==> src/sv/gjr_garch_variance_filter_defines.svh <==
`ifndef GJR_GARCH_VARIANCE_FILTER_DEFINES_SVH
`define GJR_GARCH_VARIANCE_FILTER_DEFINES_SVH

// same-cycle implication, checked outside reset
`define GJR_ASSERT_NOW(lbl, ante, cons, msg) \
    lbl: assert property (@(posedge i_clk) disable iff (!i_rst_n) (ante) |-> (cons)) \
        else $error(msg);

// next-cycle implication, checked outside reset
`define GJR_ASSERT_NEXT(lbl, ante, cons, msg) \
    lbl: assert property (@(posedge i_clk) disable iff (!i_rst_n) (ante) |=> (cons)) \
        else $error(msg);

`endif

==> src/sv/gjr_pkg.sv <==
package gjr_pkg;

    localparam int VAR_W    = 48;
    localparam int RES_W    = 32;
    localparam int COEF_W   = 32;
    localparam int COEF_N   = 6;
    localparam int ACC_W    = 54;
    localparam int PROD_W   = 64;
    localparam int HI_W     = 55;
    localparam int TERM_W   = 56;
    localparam int SPLIT    = 24;
    localparam int E2_SHIFT = 16;
    localparam int Q_SHIFT  = 6;
    localparam int STEP_W   = 4;
    localparam int CNT_W    = 5;
    localparam int N_STEPS  = 14;
    localparam int SEQ_LAST = 16;
    localparam int REG_W    = 3;
    localparam int DATA_W   = 64;
    localparam int ADDR_W   = 6;

    localparam logic [REG_W-1:0] REG_OMEGA  = 3'd0;
    localparam logic [REG_W-1:0] REG_ALPHA1 = 3'd1;
    localparam logic [REG_W-1:0] REG_ALPHA2 = 3'd2;
    localparam logic [REG_W-1:0] REG_GAMMA1 = 3'd3;
    localparam logic [REG_W-1:0] REG_GAMMA2 = 3'd4;
    localparam logic [REG_W-1:0] REG_BETA1  = 3'd5;
    localparam logic [REG_W-1:0] REG_BETA2  = 3'd6;
    localparam logic [REG_W-1:0] REG_FLOOR  = 3'd7;

    localparam logic [2:0] CID_ALPHA1 = 3'd0;
    localparam logic [2:0] CID_ALPHA2 = 3'd1;
    localparam logic [2:0] CID_GAMMA1 = 3'd2;
    localparam logic [2:0] CID_GAMMA2 = 3'd3;
    localparam logic [2:0] CID_BETA1  = 3'd4;
    localparam logic [2:0] CID_BETA2  = 3'd5;

    typedef enum logic [1:0] {
        UOP_SQ,
        UOP_HI,
        UOP_LO
    } t_uop_kind;

    typedef struct packed {
        t_uop_kind  kind;
        logic       lag;
        logic       use_var;
        logic [2:0] cid;
    } t_uop;

    typedef struct packed {
        logic              load;
        logic              issue;
        logic [STEP_W-1:0] step;
        logic              done;
    } t_seq_ctl;

    typedef logic [COEF_N-1:0][COEF_W-1:0] t_coef_arr;
    typedef logic [1:0][RES_W-1:0]         t_res_pair;
    typedef logic [1:0][VAR_W-1:0]         t_var_pair;

    // two squares, then a high and a low pass for each of the six coefficients
    function automatic t_uop step_uop(logic [STEP_W-1:0] step);
        t_uop              u;
        logic [STEP_W-1:0] k;
        k         = step - STEP_W'(2);
        u.lag     = 1'b0;
        u.use_var = 1'b0;
        u.cid     = CID_ALPHA1;
        if (step < STEP_W'(2)) begin
            u.kind = UOP_SQ;
            u.lag  = step[0];
        end else begin
            u.kind = k[0] ? UOP_LO : UOP_HI;
            case (k[3:1])
                3'd0: begin
                    u.cid = CID_ALPHA1;
                end
                3'd1: begin
                    u.cid = CID_GAMMA1;
                end
                3'd2: begin
                    u.cid = CID_ALPHA2;
                    u.lag = 1'b1;
                end
                3'd3: begin
                    u.cid = CID_GAMMA2;
                    u.lag = 1'b1;
                end
                3'd4: begin
                    u.cid     = CID_BETA1;
                    u.use_var = 1'b1;
                end
                3'd5: begin
                    u.cid     = CID_BETA2;
                    u.lag     = 1'b1;
                    u.use_var = 1'b1;
                end
                default: begin
                    u.cid = CID_ALPHA1;
                end
            endcase
        end
        return u;
    endfunction

endpackage

==> src/sv/gjr_garch_variance_filter.sv <==
// Channel  Direction  Handshake                  Payload
// in       in         i_in_valid / o_in_stall    i_residual, i_use_seed, i_seed_variance
// out      out        o_out_valid / i_out_stall  o_variance, o_floored
// config   in         psel, penable, pwrite      paddr, pwdata -> prdata (8-byte stride)
//
// Computed word: the time from acceptance to the next acceptance is set by fourteen
// passes through the one 32x32 multiplier plus a three-stage drain into the accumulator.
// Output register frees the input side while a result waits.
// Synchronous active-low reset clears control, registers to their defaults, histories.
// A stalled output holds the result; the next word may be taken meanwhile.
module gjr_garch_variance_filter #(
    parameter int ARCH_LAGS  = 2,
    parameter int GARCH_LAGS = 2
) (
    input  logic                                i_clk,
    input  logic                                i_rst_n,
    input  logic                                i_in_valid,
    output logic                                o_in_stall,
    input  logic signed [gjr_pkg::RES_W-1:0]    i_residual,
    input  logic                                i_use_seed,
    input  logic [gjr_pkg::VAR_W-1:0]           i_seed_variance,
    output logic                                o_out_valid,
    input  logic                                i_out_stall,
    output logic [gjr_pkg::VAR_W-1:0]           o_variance,
    output logic                                o_floored,
    input  logic                                psel,
    input  logic                                penable,
    input  logic                                pwrite,
    input  logic [gjr_pkg::ADDR_W-1:0]          paddr,
    input  logic [gjr_pkg::DATA_W-1:0]          pwdata,
    output logic [gjr_pkg::DATA_W-1:0]          prdata,
    output logic                                pready
);

    typedef enum logic [1:0] {
        S_IDLE,
        S_CALC,
        S_HOLD
    } t_state;

    t_state                                     r_state;
    logic [gjr_pkg::VAR_W-1:0]                  r_omega;
    logic [gjr_pkg::VAR_W-1:0]                  r_floor;
    gjr_pkg::t_coef_arr                         r_coef;
    logic [ARCH_LAGS-1:0][gjr_pkg::RES_W-1:0]   r_res_hist;
    logic [GARCH_LAGS-1:0][gjr_pkg::VAR_W-1:0]  r_var_hist;
    logic [gjr_pkg::RES_W-1:0]                  r_cur_res;
    logic [gjr_pkg::VAR_W-1:0]                  r_res_var;
    logic                                       r_res_flo;
    logic                                       r_out_vld;
    logic [gjr_pkg::VAR_W-1:0]                  r_variance;
    logic                                       r_floored;

    logic [gjr_pkg::REG_W-1:0]                  w_idx;
    logic                                       w_wr;
    logic                                       w_start;
    logic                                       w_out_free;
    gjr_pkg::t_seq_ctl                          w_ctl;
    gjr_pkg::t_res_pair                         w_e;
    gjr_pkg::t_var_pair                         w_h;
    logic signed [gjr_pkg::ACC_W-1:0]           w_acc;
    logic                                       w_upper;
    logic                                       w_flo;
    logic [gjr_pkg::VAR_W-1:0]                  w_fin_var;
    logic                                       w_push;
    logic [gjr_pkg::RES_W-1:0]                  w_push_res;
    logic [gjr_pkg::VAR_W-1:0]                  w_push_var;

    assign w_idx      = paddr[gjr_pkg::ADDR_W-1:gjr_pkg::ADDR_W-gjr_pkg::REG_W];
    assign w_wr       = psel && penable && pwrite;
    assign pready     = 1'b1;
    assign o_in_stall = (r_state != S_IDLE);
    assign w_start    = (r_state == S_IDLE) && i_in_valid && !i_use_seed;
    assign w_out_free = !r_out_vld || !i_out_stall;

    always_comb begin
        unique case (w_idx) inside
            gjr_pkg::REG_OMEGA: prdata = gjr_pkg::DATA_W'(r_omega);
            gjr_pkg::REG_FLOOR: prdata = gjr_pkg::DATA_W'(r_floor);
            gjr_pkg::REG_ALPHA1, gjr_pkg::REG_ALPHA2, gjr_pkg::REG_GAMMA1,
            gjr_pkg::REG_GAMMA2, gjr_pkg::REG_BETA1, gjr_pkg::REG_BETA2:
                prdata = gjr_pkg::DATA_W'(r_coef[3'(w_idx - 3'd1)]);
            default: prdata = '0;
        endcase
    end

    assign w_e[0] = r_res_hist[0];
    assign w_e[1] = (ARCH_LAGS > 1) ? r_res_hist[ARCH_LAGS-1] : '0;
    assign w_h[0] = r_var_hist[0];
    assign w_h[1] = (GARCH_LAGS > 1) ? r_var_hist[GARCH_LAGS-1] : '0;

    gjr_seq u_seq (
        .i_clk   (i_clk),
        .i_rst_n (i_rst_n),
        .i_start (w_start),
        .o_ctl   (w_ctl)
    );

    gjr_mac u_mac (
        .i_clk   (i_clk),
        .i_rst_n (i_rst_n),
        .i_ctl   (w_ctl),
        .i_omega (r_omega),
        .i_coef  (r_coef),
        .i_e     (w_e),
        .i_h     (w_h),
        .o_acc   (w_acc)
    );

    // floor check: negative, below floor, or past 48 bits
    always_comb begin
        w_upper   = |w_acc[gjr_pkg::ACC_W-2:gjr_pkg::VAR_W];
        w_flo     = w_acc[gjr_pkg::ACC_W-1] || w_upper
                    || (w_acc[gjr_pkg::VAR_W-1:0] < r_floor);
        w_fin_var = w_flo ? r_floor : w_acc[gjr_pkg::VAR_W-1:0];
    end

    always_comb begin
        w_push     = 1'b0;
        w_push_res = r_cur_res;
        w_push_var = w_fin_var;
        if (r_state == S_IDLE && i_in_valid && i_use_seed) begin
            w_push     = 1'b1;
            w_push_res = i_residual;
            w_push_var = i_seed_variance;
        end else if (r_state == S_CALC && w_ctl.done) begin
            w_push = 1'b1;
        end
    end

    always_ff @(posedge i_clk) begin
        if (!i_rst_n) begin
            r_res_hist <= '0;
            r_var_hist <= '0;
        end else if (w_push) begin
            r_res_hist[0] <= w_push_res;
            r_var_hist[0] <= w_push_var;
            for (int i = 1; i < ARCH_LAGS; i++) begin
                r_res_hist[i] <= r_res_hist[i-1];
            end
            for (int i = 1; i < GARCH_LAGS; i++) begin
                r_var_hist[i] <= r_var_hist[i-1];
            end
        end
    end

    always_ff @(posedge i_clk) begin
        if (!i_rst_n) begin
            r_state   <= S_IDLE;
            r_out_vld <= 1'b0;
            r_omega   <= '0;
            r_floor   <= gjr_pkg::VAR_W'(1);
            r_coef    <= '0;
        end else begin
            if (w_wr) begin
                unique case (w_idx) inside
                    gjr_pkg::REG_OMEGA: r_omega <= pwdata[gjr_pkg::VAR_W-1:0];
                    gjr_pkg::REG_FLOOR: r_floor <= pwdata[gjr_pkg::VAR_W-1:0];
                    gjr_pkg::REG_ALPHA1, gjr_pkg::REG_ALPHA2, gjr_pkg::REG_GAMMA1,
                    gjr_pkg::REG_GAMMA2, gjr_pkg::REG_BETA1, gjr_pkg::REG_BETA2:
                        r_coef[3'(w_idx - 3'd1)] <= pwdata[gjr_pkg::COEF_W-1:0];
                    default: begin
                    end
                endcase
            end
            if (r_out_vld && !i_out_stall && r_state != S_HOLD) begin
                r_out_vld <= 1'b0;
            end
            unique case (r_state)
                S_IDLE: begin
                    if (i_in_valid) begin
                        if (i_use_seed) begin
                            r_res_var <= i_seed_variance;
                            r_res_flo <= 1'b0;
                            r_state   <= S_HOLD;
                        end else begin
                            r_cur_res <= i_residual;
                            r_state   <= S_CALC;
                        end
                    end
                end
                S_CALC: begin
                    if (w_ctl.done) begin
                        r_res_var <= w_fin_var;
                        r_res_flo <= w_flo;
                        r_state   <= S_HOLD;
                    end
                end
                S_HOLD: begin
                    if (w_out_free) begin
                        r_out_vld  <= 1'b1;
                        r_variance <= r_res_var;
                        r_floored  <= r_res_flo;
                        r_state    <= S_IDLE;
                    end
                end
                default: begin
                    r_state <= S_IDLE;
                end
            endcase
        end
    end

    assign o_out_valid = r_out_vld;
    assign o_variance  = r_variance;
    assign o_floored   = r_floored;

`include "gjr_garch_variance_filter_defines.svh"

    `GJR_ASSERT_NOW(a_done_in_calc, w_ctl.done, r_state == S_CALC, "sequencer done outside calc")
    `GJR_ASSERT_NEXT(a_start_runs, w_start, r_state == S_CALC && !w_ctl.done,
        "computed word did not start the sequencer")
    `GJR_ASSERT_NOW(a_quiet_when_idle, r_state != S_CALC, !w_ctl.issue && !w_ctl.done,
        "multiplier issued outside calc")

endmodule

==> src/sv/gjr_seq.sv <==
module gjr_seq (
    input  logic                i_clk,
    input  logic                i_rst_n,
    input  logic                i_start,
    output gjr_pkg::t_seq_ctl   o_ctl
);

    logic                       r_busy;
    logic [gjr_pkg::CNT_W-1:0]  r_cnt;

    always_ff @(posedge i_clk) begin
        if (!i_rst_n) begin
            r_busy <= 1'b0;
            r_cnt  <= '0;
        end else if (i_start) begin
            r_busy <= 1'b1;
            r_cnt  <= '0;
        end else if (r_busy) begin
            if (r_cnt == gjr_pkg::CNT_W'(gjr_pkg::SEQ_LAST)) begin
                r_busy <= 1'b0;
            end else begin
                r_cnt <= r_cnt + gjr_pkg::CNT_W'(1);
            end
        end
    end

    always_comb begin
        o_ctl.load  = i_start;
        o_ctl.issue = r_busy && (r_cnt < gjr_pkg::CNT_W'(gjr_pkg::N_STEPS));
        o_ctl.step  = r_cnt[gjr_pkg::STEP_W-1:0];
        o_ctl.done  = r_busy && (r_cnt == gjr_pkg::CNT_W'(gjr_pkg::SEQ_LAST));
    end

endmodule

==> src/sv/gjr_mac.sv <==
module gjr_mac (
    input  logic                                 i_clk,
    input  logic                                 i_rst_n,
    input  gjr_pkg::t_seq_ctl                    i_ctl,
    input  logic [gjr_pkg::VAR_W-1:0]            i_omega,
    input  gjr_pkg::t_coef_arr                   i_coef,
    input  gjr_pkg::t_res_pair                   i_e,
    input  gjr_pkg::t_var_pair                   i_h,
    output logic signed [gjr_pkg::ACC_W-1:0]     o_acc
);

    gjr_pkg::t_uop                      w_uop;
    logic [gjr_pkg::COEF_W-1:0]         w_coef;
    logic [gjr_pkg::COEF_W-1:0]         w_coef_mag;
    logic [gjr_pkg::RES_W-1:0]          w_e;
    logic [gjr_pkg::RES_W-1:0]          w_e_mag;
    logic                               w_gate;
    logic [gjr_pkg::VAR_W-1:0]          w_x;
    logic [31:0]                        w_op_a;
    logic [31:0]                        w_op_b;
    logic [gjr_pkg::PROD_W-1:0]         w_prod;
    logic [gjr_pkg::ACC_W-1:0]          w_q;

    logic [gjr_pkg::PROD_W-1:0]         r_prod;
    logic                               r_p_vld;
    gjr_pkg::t_uop_kind                 r_p_kind;
    logic                               r_p_lag;
    logic                               r_p_neg;
    logic [1:0][gjr_pkg::VAR_W-1:0]     r_e2;
    logic [gjr_pkg::HI_W-1:0]           r_hi;
    logic [gjr_pkg::TERM_W-1:0]         r_term;
    logic                               r_t_vld;
    logic                               r_t_neg;
    logic signed [gjr_pkg::ACC_W-1:0]   r_acc;

    always_comb begin
        w_uop      = gjr_pkg::step_uop(i_ctl.step);
        w_coef     = i_coef[w_uop.cid];
        w_e        = i_e[w_uop.lag];
        w_e_mag    = w_e[gjr_pkg::RES_W-1] ? (~w_e + 1'b1) : w_e;
        // gamma only counts for a negative residual
        w_gate     = (w_uop.cid == gjr_pkg::CID_GAMMA1 || w_uop.cid == gjr_pkg::CID_GAMMA2)
                     && !w_e[gjr_pkg::RES_W-1];
        w_coef_mag = w_gate ? '0
                   : (w_coef[gjr_pkg::COEF_W-1] ? (~w_coef + 1'b1) : w_coef);
        w_x        = w_uop.use_var ? i_h[w_uop.lag] : r_e2[w_uop.lag];
        case (w_uop.kind)
            gjr_pkg::UOP_SQ: begin
                w_op_a = w_e_mag;
                w_op_b = w_e_mag;
            end
            gjr_pkg::UOP_HI: begin
                w_op_a = w_coef_mag;
                w_op_b = 32'(w_x[gjr_pkg::VAR_W-1:gjr_pkg::SPLIT]);
            end
            default: begin
                w_op_a = w_coef_mag;
                w_op_b = 32'(w_x[gjr_pkg::SPLIT-1:0]);
            end
        endcase
        w_prod = w_op_a * w_op_b;
        w_q    = gjr_pkg::ACC_W'(r_term[gjr_pkg::TERM_W-1:gjr_pkg::Q_SHIFT]);
    end

    always_ff @(posedge i_clk) begin
        if (!i_rst_n) begin
            r_p_vld <= 1'b0;
            r_t_vld <= 1'b0;
        end else begin
            r_p_vld <= i_ctl.issue;
            r_t_vld <= r_p_vld && (r_p_kind == gjr_pkg::UOP_LO) && !i_ctl.load;
        end
    end

    always_ff @(posedge i_clk) begin
        r_prod   <= w_prod;
        r_p_kind <= w_uop.kind;
        r_p_lag  <= w_uop.lag;
        r_p_neg  <= w_coef[gjr_pkg::COEF_W-1];
        r_t_neg  <= r_p_neg;
        r_term   <= gjr_pkg::TERM_W'(r_hi)
                  + gjr_pkg::TERM_W'(r_prod[gjr_pkg::HI_W:gjr_pkg::SPLIT]);
        if (r_p_vld) begin
            case (r_p_kind)
                gjr_pkg::UOP_SQ: begin
                    r_e2[r_p_lag] <= r_prod[gjr_pkg::PROD_W-1:gjr_pkg::E2_SHIFT];
                end
                gjr_pkg::UOP_HI: begin
                    r_hi <= r_prod[gjr_pkg::HI_W-1:0];
                end
                default: begin
                end
            endcase
        end
        if (i_ctl.load) begin
            r_acc <= $signed(gjr_pkg::ACC_W'(i_omega));
        end else if (r_t_vld) begin
            r_acc <= r_t_neg ? (r_acc - $signed(w_q)) : (r_acc + $signed(w_q));
        end
    end

    assign o_acc = r_acc;

endmodule

==> config.mk <==
export PLATFORM = sky130hd
export DESIGN_NAME = gjr_garch_variance_filter
export DESIGN_NICKNAME = d
export VERILOG_FILES = /design/src/sv/gjr_pkg.sv /design/src/sv/gjr_garch_variance_filter.sv /design/src/sv/gjr_seq.sv /design/src/sv/gjr_mac.sv
export VERILOG_INCLUDE_DIRS = /design/src /design/src/sv
export SDC_FILE = /design/constraint.sdc
export NUM_CORES = 2
export LEC_CHECK = 0
export BUFFER_PORTS_ARGS = -buffer_cell sky130_fd_sc_hd__buf_2
export CAP_MARGIN = 20
export CORE_MARGIN = 4
export CORE_UTILIZATION = 45
export CTS_CLUSTER_SIZE = 25
export DETAILED_ROUTE_END_ITERATION = 12
export PLACE_DENSITY = 0.66
export RECOVER_POWER = 100
export SYNTH_ARGS = -nofsm -noshare
export SYNTH_HDL_FRONTEND = slang
export SYNTH_HIERARCHICAL = 1
export SYNTH_SLANG_ARGS = --single-unit
==> constraint.sdc <==
create_clock -name i_clk -period 13.78 [get_ports i_clk]
set_clock_uncertainty 0.2 [all_clocks]
set_input_delay 2.067 -clock i_clk [delete_from_list [all_inputs] [get_ports i_clk]]
set_output_delay 2.067 -clock i_clk [all_outputs]
set_load 0.02 [all_outputs]
==> impl_metrics.xml <==
<?xml version="1.0" encoding="UTF-8"?>
<metrics>
  <group name="synthesis">
    <metric name="synth_seq_cells" unit="">913</metric>
    <metric name="synth_flop_cell" unit="">sky130_fd_sc_hd__dfxtp_1</metric>
    <metric name="postSynth.asyncResetShare" unit="">0</metric>
    <metric name="ys_seq_area_frac" unit="">0.2689</metric>
    <metric name="synth-adder-area-share" unit="">0.2872</metric>
    <metric name="yosysWarningCount" unit="">6</metric>
    <metric name="synth_top_family_by_area" unit="">adder cells</metric>
    <metric name="post_synth_and_or_nand_nor_area_fraction" unit="">0.1451</metric>
    <metric name="syn-instance-count" unit="">8790</metric>
    <metric name="synth-edff-count" unit="">329</metric>
    <metric name="synth.most_common_cell" unit="">sky130_fd_sc_hd__nand2_1</metric>
    <metric name="synthMuxAreaShare" unit="">0.03312</metric>
    <metric name="yosys.area.top_type_share" unit="">0.2238</metric>
    <metric name="average_instance_area_after_synthesis" unit="µm²">9.127</metric>
    <metric name="synth.top_cells.by_count" unit="">1,490 x sky130_fd_sc_hd__nand2_1, 1,069 x sky130_fd_sc_hd__inv_1, 897 x sky130_fd_sc_hd__fa_1, 677 x sky130_fd_sc_hd__nor2_1, 584 x sky130_fd_sc_hd__dfxtp_1</metric>
    <metric name="post_synth_xor_area_fraction" unit="">0.02880</metric>
    <metric name="synth.largest_area_cell" unit="">sky130_fd_sc_hd__fa_1</metric>
    <metric name="syn_area" unit="mm²">0.08023</metric>
    <metric name="synth_compound_area_frac" unit="">0.1536</metric>
    <metric name="synth_cell_types" unit="">104</metric>
    <metric name="ys_top_cells_by_area" unit="">sky130_fd_sc_hd__fa_1 22%, sky130_fd_sc_hd__dfxtp_1 15%, sky130_fd_sc_hd__edfxtp_1 12%</metric>
  </group>
  <group name="grt">
    <metric name="number_of_global_route_vias_before_repair" unit="">66920</metric>
    <metric name="globalRoute.totalOverflow" unit="">0</metric>
    <metric name="grt_util_all_layers" unit="">0.3058</metric>
    <metric name="antenna_found_initial" unit="">27</metric>
    <metric name="first_pass_grt_wire_length" unit="µm">426200</metric>
    <metric name="largest_net_degree_at_the_start_of_global_routing" unit="">134</metric>
  </group>
  <group name="cts">
    <metric name="cts.repair.resized" unit="">0</metric>
    <metric name="cts_htree_levels" unit="">3</metric>
    <metric name="post_cts.repair.setup_buffers" unit="">0</metric>
    <metric name="ctsHoldBuffers" unit="">0</metric>
    <metric name="clockBufferDepth" unit="">3</metric>
    <metric name="cts-buffers-inserted" unit="">96</metric>
    <metric name="clk_root_buffer_cell" unit="">sky130_fd_sc_hd__clkbuf_16</metric>
    <metric name="tritoncts" unit="">done</metric>
    <metric name="worst_setup_hold_path_clk_slew" unit="ns">0.06</metric>
    <metric name="tritoncts_sink_count" unit="">913</metric>
    <metric name="clock_latency_on_the_worst_skew_pair" unit="ns">0.73</metric>
  </group>
  <group name="place">
    <metric name="detailed_place.area" unit="mm²">0.08373</metric>
    <metric name="port_buffers" unit="">237</metric>
    <metric name="gpl.final_weighted_congestion" unit="">1.017</metric>
    <metric name="post-place-cells" unit="">11020</metric>
    <metric name="dpl.hpwl" unit="µm">217600</metric>
  </group>
  <group name="worst_setup_path">
    <metric name="critical-path-top-cell-by-count" unit="">sky130_fd_sc_hd__fa_1</metric>
    <metric name="timing.critical_path.from_type" unit="">flip-flop</metric>
    <metric name="critPathRequiredTime" unit="ns">14.17</metric>
    <metric name="rr_worst_depth" unit="">33</metric>
    <metric name="cp_slowest_stage_delay" unit="ns">0.91</metric>
    <metric name="timing.rr.start" unit="">u_seq/r_cnt[1]$_SDFFE_PP0P_</metric>
    <metric name="reg2reg_slack" unit="ns">0.87</metric>
    <metric name="critical_path_arrival" unit="ns">13.30</metric>
    <metric name="crit_path_top_delay_cell" unit="">sky130_fd_sc_hd__dfxtp_2</metric>
    <metric name="timing.rr.end" unit="">u_mac/r_prod[56]$_DFF_P_</metric>
    <metric name="cp_capture_type" unit="">flip-flop</metric>
    <metric name="ws_path_type" unit="">reg2reg</metric>
    <metric name="setup.worst_path.end" unit="">u_mac/r_prod[56]$_DFF_P_</metric>
    <metric name="path_max_fanout" unit="">39</metric>
    <metric name="timing.critical_path.from" unit="">u_seq/r_cnt[1]$_SDFFE_PP0P_</metric>
  </group>
  <group name="final_layout">
    <metric name="net_count_reported_at_finish" unit="">10240</metric>
    <metric name="layout.cell_area.non_filler" unit="mm²">0.08666</metric>
    <metric name="fin_cells" unit="">11220</metric>
    <metric name="drive_gt1_frac" unit="">0.08741</metric>
    <metric name="area_growth" unit="%">8.016</metric>
    <metric name="filler_instances" unit="">16550</metric>
  </group>
  <group name="timing">
    <metric name="whs" unit="ns">0.1978</metric>
    <metric name="setup_repair_after_global_routing_missed_its_margin" unit="">false</metric>
    <metric name="hold_viol_final" unit="">0</metric>
    <metric name="setup_violators_final" unit="">0</metric>
    <metric name="fmaxAchievable" unit="MHz">77.48</metric>
    <metric name="period_share" unit="">0.9367</metric>
    <metric name="setup_tns" unit="ns">0</metric>
    <metric name="timing_worst_slew_pin_value" unit="ns">5.056</metric>
    <metric name="period_minus_slack" unit="ns">12.91</metric>
    <metric name="worst_slew_margin_rel" unit="">-2.371</metric>
    <metric name="timing_max_transition_violations_final" unit="">1520</metric>
  </group>
  <group name="drt">
    <metric name="drc" unit="">0</metric>
    <metric name="detailed_route_via_count" unit="">66830</metric>
    <metric name="viasPerCell" unit="">5.957</metric>
    <metric name="avgRoutedWirePerCell" unit="µm">25.73</metric>
    <metric name="routed_wl" unit="µm">288700</metric>
    <metric name="detail-route-antenna-nets" unit="">0</metric>
    <metric name="drt_pass1_iterations" unit="">6</metric>
    <metric name="drt-initial-drc-count" unit="">7440</metric>
  </group>
  <group name="floorplanning">
    <metric name="rows" unit="">154</metric>
    <metric name="dieHeight" unit="µm">430.2</metric>
    <metric name="start_util" unit="">0.4541</metric>
    <metric name="fp.dieArea" unit="mm²">0.1851</metric>
    <metric name="io-pin-count" unit="">274</metric>
    <metric name="coreArea" unit="mm²">0.1767</metric>
    <metric name="dieWidth" unit="µm">430.2</metric>
  </group>
  <group name="pwr">
    <metric name="fin_total_pwr" unit="µW">20960</metric>
    <metric name="powerDensity" unit="mW/mm²">241.9</metric>
    <metric name="leakage" unit="µW">0.03659</metric>
    <metric name="peakVddDrop" unit="mV">0.4619</metric>
  </group>
  <group name="min_path">
    <metric name="min-delay-path-class" unit="">reg2reg</metric>
  </group>
  <group name="outcome">
    <metric name="failed_checks" unit="">max-capacitance violations, max-slew violations</metric>
    <metric name="status" unit="">finished, violations left</metric>
  </group>
  <group name="job">
    <metric name="maxCapViolations" unit="">31</metric>
  </group>
</metrics>
[routing by layer]
layer  share of wire  vias to the layer above  routed length (µm)  GRT usage
met2            0.44                     3760              127600     0.4819
met1            0.38                    32990              108600     0.3828
met4           0.074                       24               21480     0.1805
met5         0.00049                        -                 142          0
li1                -                    29060                   -          -
met3            0.11                      993               30930    0.07357
[report_power, final]
group	internal (µW)	switching (µW)	total [µW]
sequential	3270	357	3630
clock	1480	1150	2630
combinational	5360	9340	14700
total	10100	10800	21000
[metrics by stage]
| stage | util | setup WS (ns) |
|---|---|---|
| 2_1_floorplan | - | 3.684 |
| 3_3_place_gp | 0.4739 | 1.420 |
| 3_5_place_dp | 0.4739 | 1.307 |
| 4_1_cts | 0.4921 | 1.253 |
| 5_1_grt | 0.4903 | 0.3500 |
| 6_report | 0.4905 | 0.8729 |
[how the worst min path moves through the flow]
| stage | start | cells after the start | end | slack (ns) |
|---|---|---|---|---|
| after floorplan | u_mac/r_p_neg$_DFF_P_ | 0 | u_mac/r_t_neg$_DFF_P_ | 0.11 |
| after global placement | u_mac/r_prod[2]$_DFF_P_ | 0 | u_mac/r_hi[2]$_DFFE_PP_ | 0.19 |
| after detailed placement | u_mac/r_prod[5]$_DFF_P_ | 0 | u_mac/r_hi[5]$_DFFE_PP_ | 0.19 |
| after CTS | u_mac/r_prod[59]$_DFF_P_ | 0 | u_mac/r_e2[43]$_DFFE_PP_ | 0.19 |
| after global routing | r_res_var[29]$_DFFE_PP_ | 0 | o_variance[29]$_DFFE_PP_ | 0.21 |
| final | u_mac/r_prod[59]$_DFF_P_ | 0 | u_mac/r_e2[43]$_DFFE_PP_ | 0.20 |
[cell usage in the layout (no fill, tap or decap), drive strengths merged, types with 70 or more instances in the layout]
| cell | instances |
|---|---|
| a21boi | 372 |
| a21o | 111 |
| a21oi | 278 |
| buf | 293 |
| clkbuf | 291 |
| dfxtp | 584 |
| edfxtp | 329 |
| fa | 897 |
| ha | 404 |
| inv | 1078 |
| mux2i | 90 |
| nand2 | 1490 |
| nand3 | 99 |
| nor2 | 690 |
| nor3 | 98 |
| o21ai | 308 |
| o221a | 144 |
| o22ai | 70 |
| xnor2 | 165 |
| xor2 | 98 |
[state kept, by name (all words and copies together), names as in the netlist, 48 cells and up]
register      count
r_res_var        48
u_mac/r_prod     64
u_mac/r_e2       96
u_mac/o_acc      54
r_omega          48
u_mac/r_hi       55
u_mac/r_term     50
r_coef          192
r_var_hist       96
o_variance       48
r_floor          48
r_res_hist       64
[critical path: cells and delay by family, from the launching register on]
kind / cells / cell delay, ns
xor+xnor: 2 / 0.50
fa+ha+maj: 9 / 4.52
buf+inv: 6 / 1.52
flops: 1 / 0.91
simple gates: 5 / 1.33
compound gates: 11 / 3.74
[final cells by class]
class	count	area (µm²)	share of cell area
multi-input combinational	6247	52300	0.6035
sequential	913	21580	0.2490
inverter	1074	4031	0.04652
tap	2340	2928	0.03378
clock buffer	132	2728	0.03147
timing repair buffer	452	2575	0.02971
clock inverter	48	493.0	0.005689
antenna	13	32.53	0.0003754
[logic make-up after synthesis]
kind of cell / Yosys count
AOI/OAI and AO/OA: 1724
buffers and inverters: 1661
muxes: 187
adders and majority gates: 1304
DFF: 913
other: 4
and+or+nand+nor: 2734
xor gates and xnor gates: 263
Power figures use the tool's default switching activity.
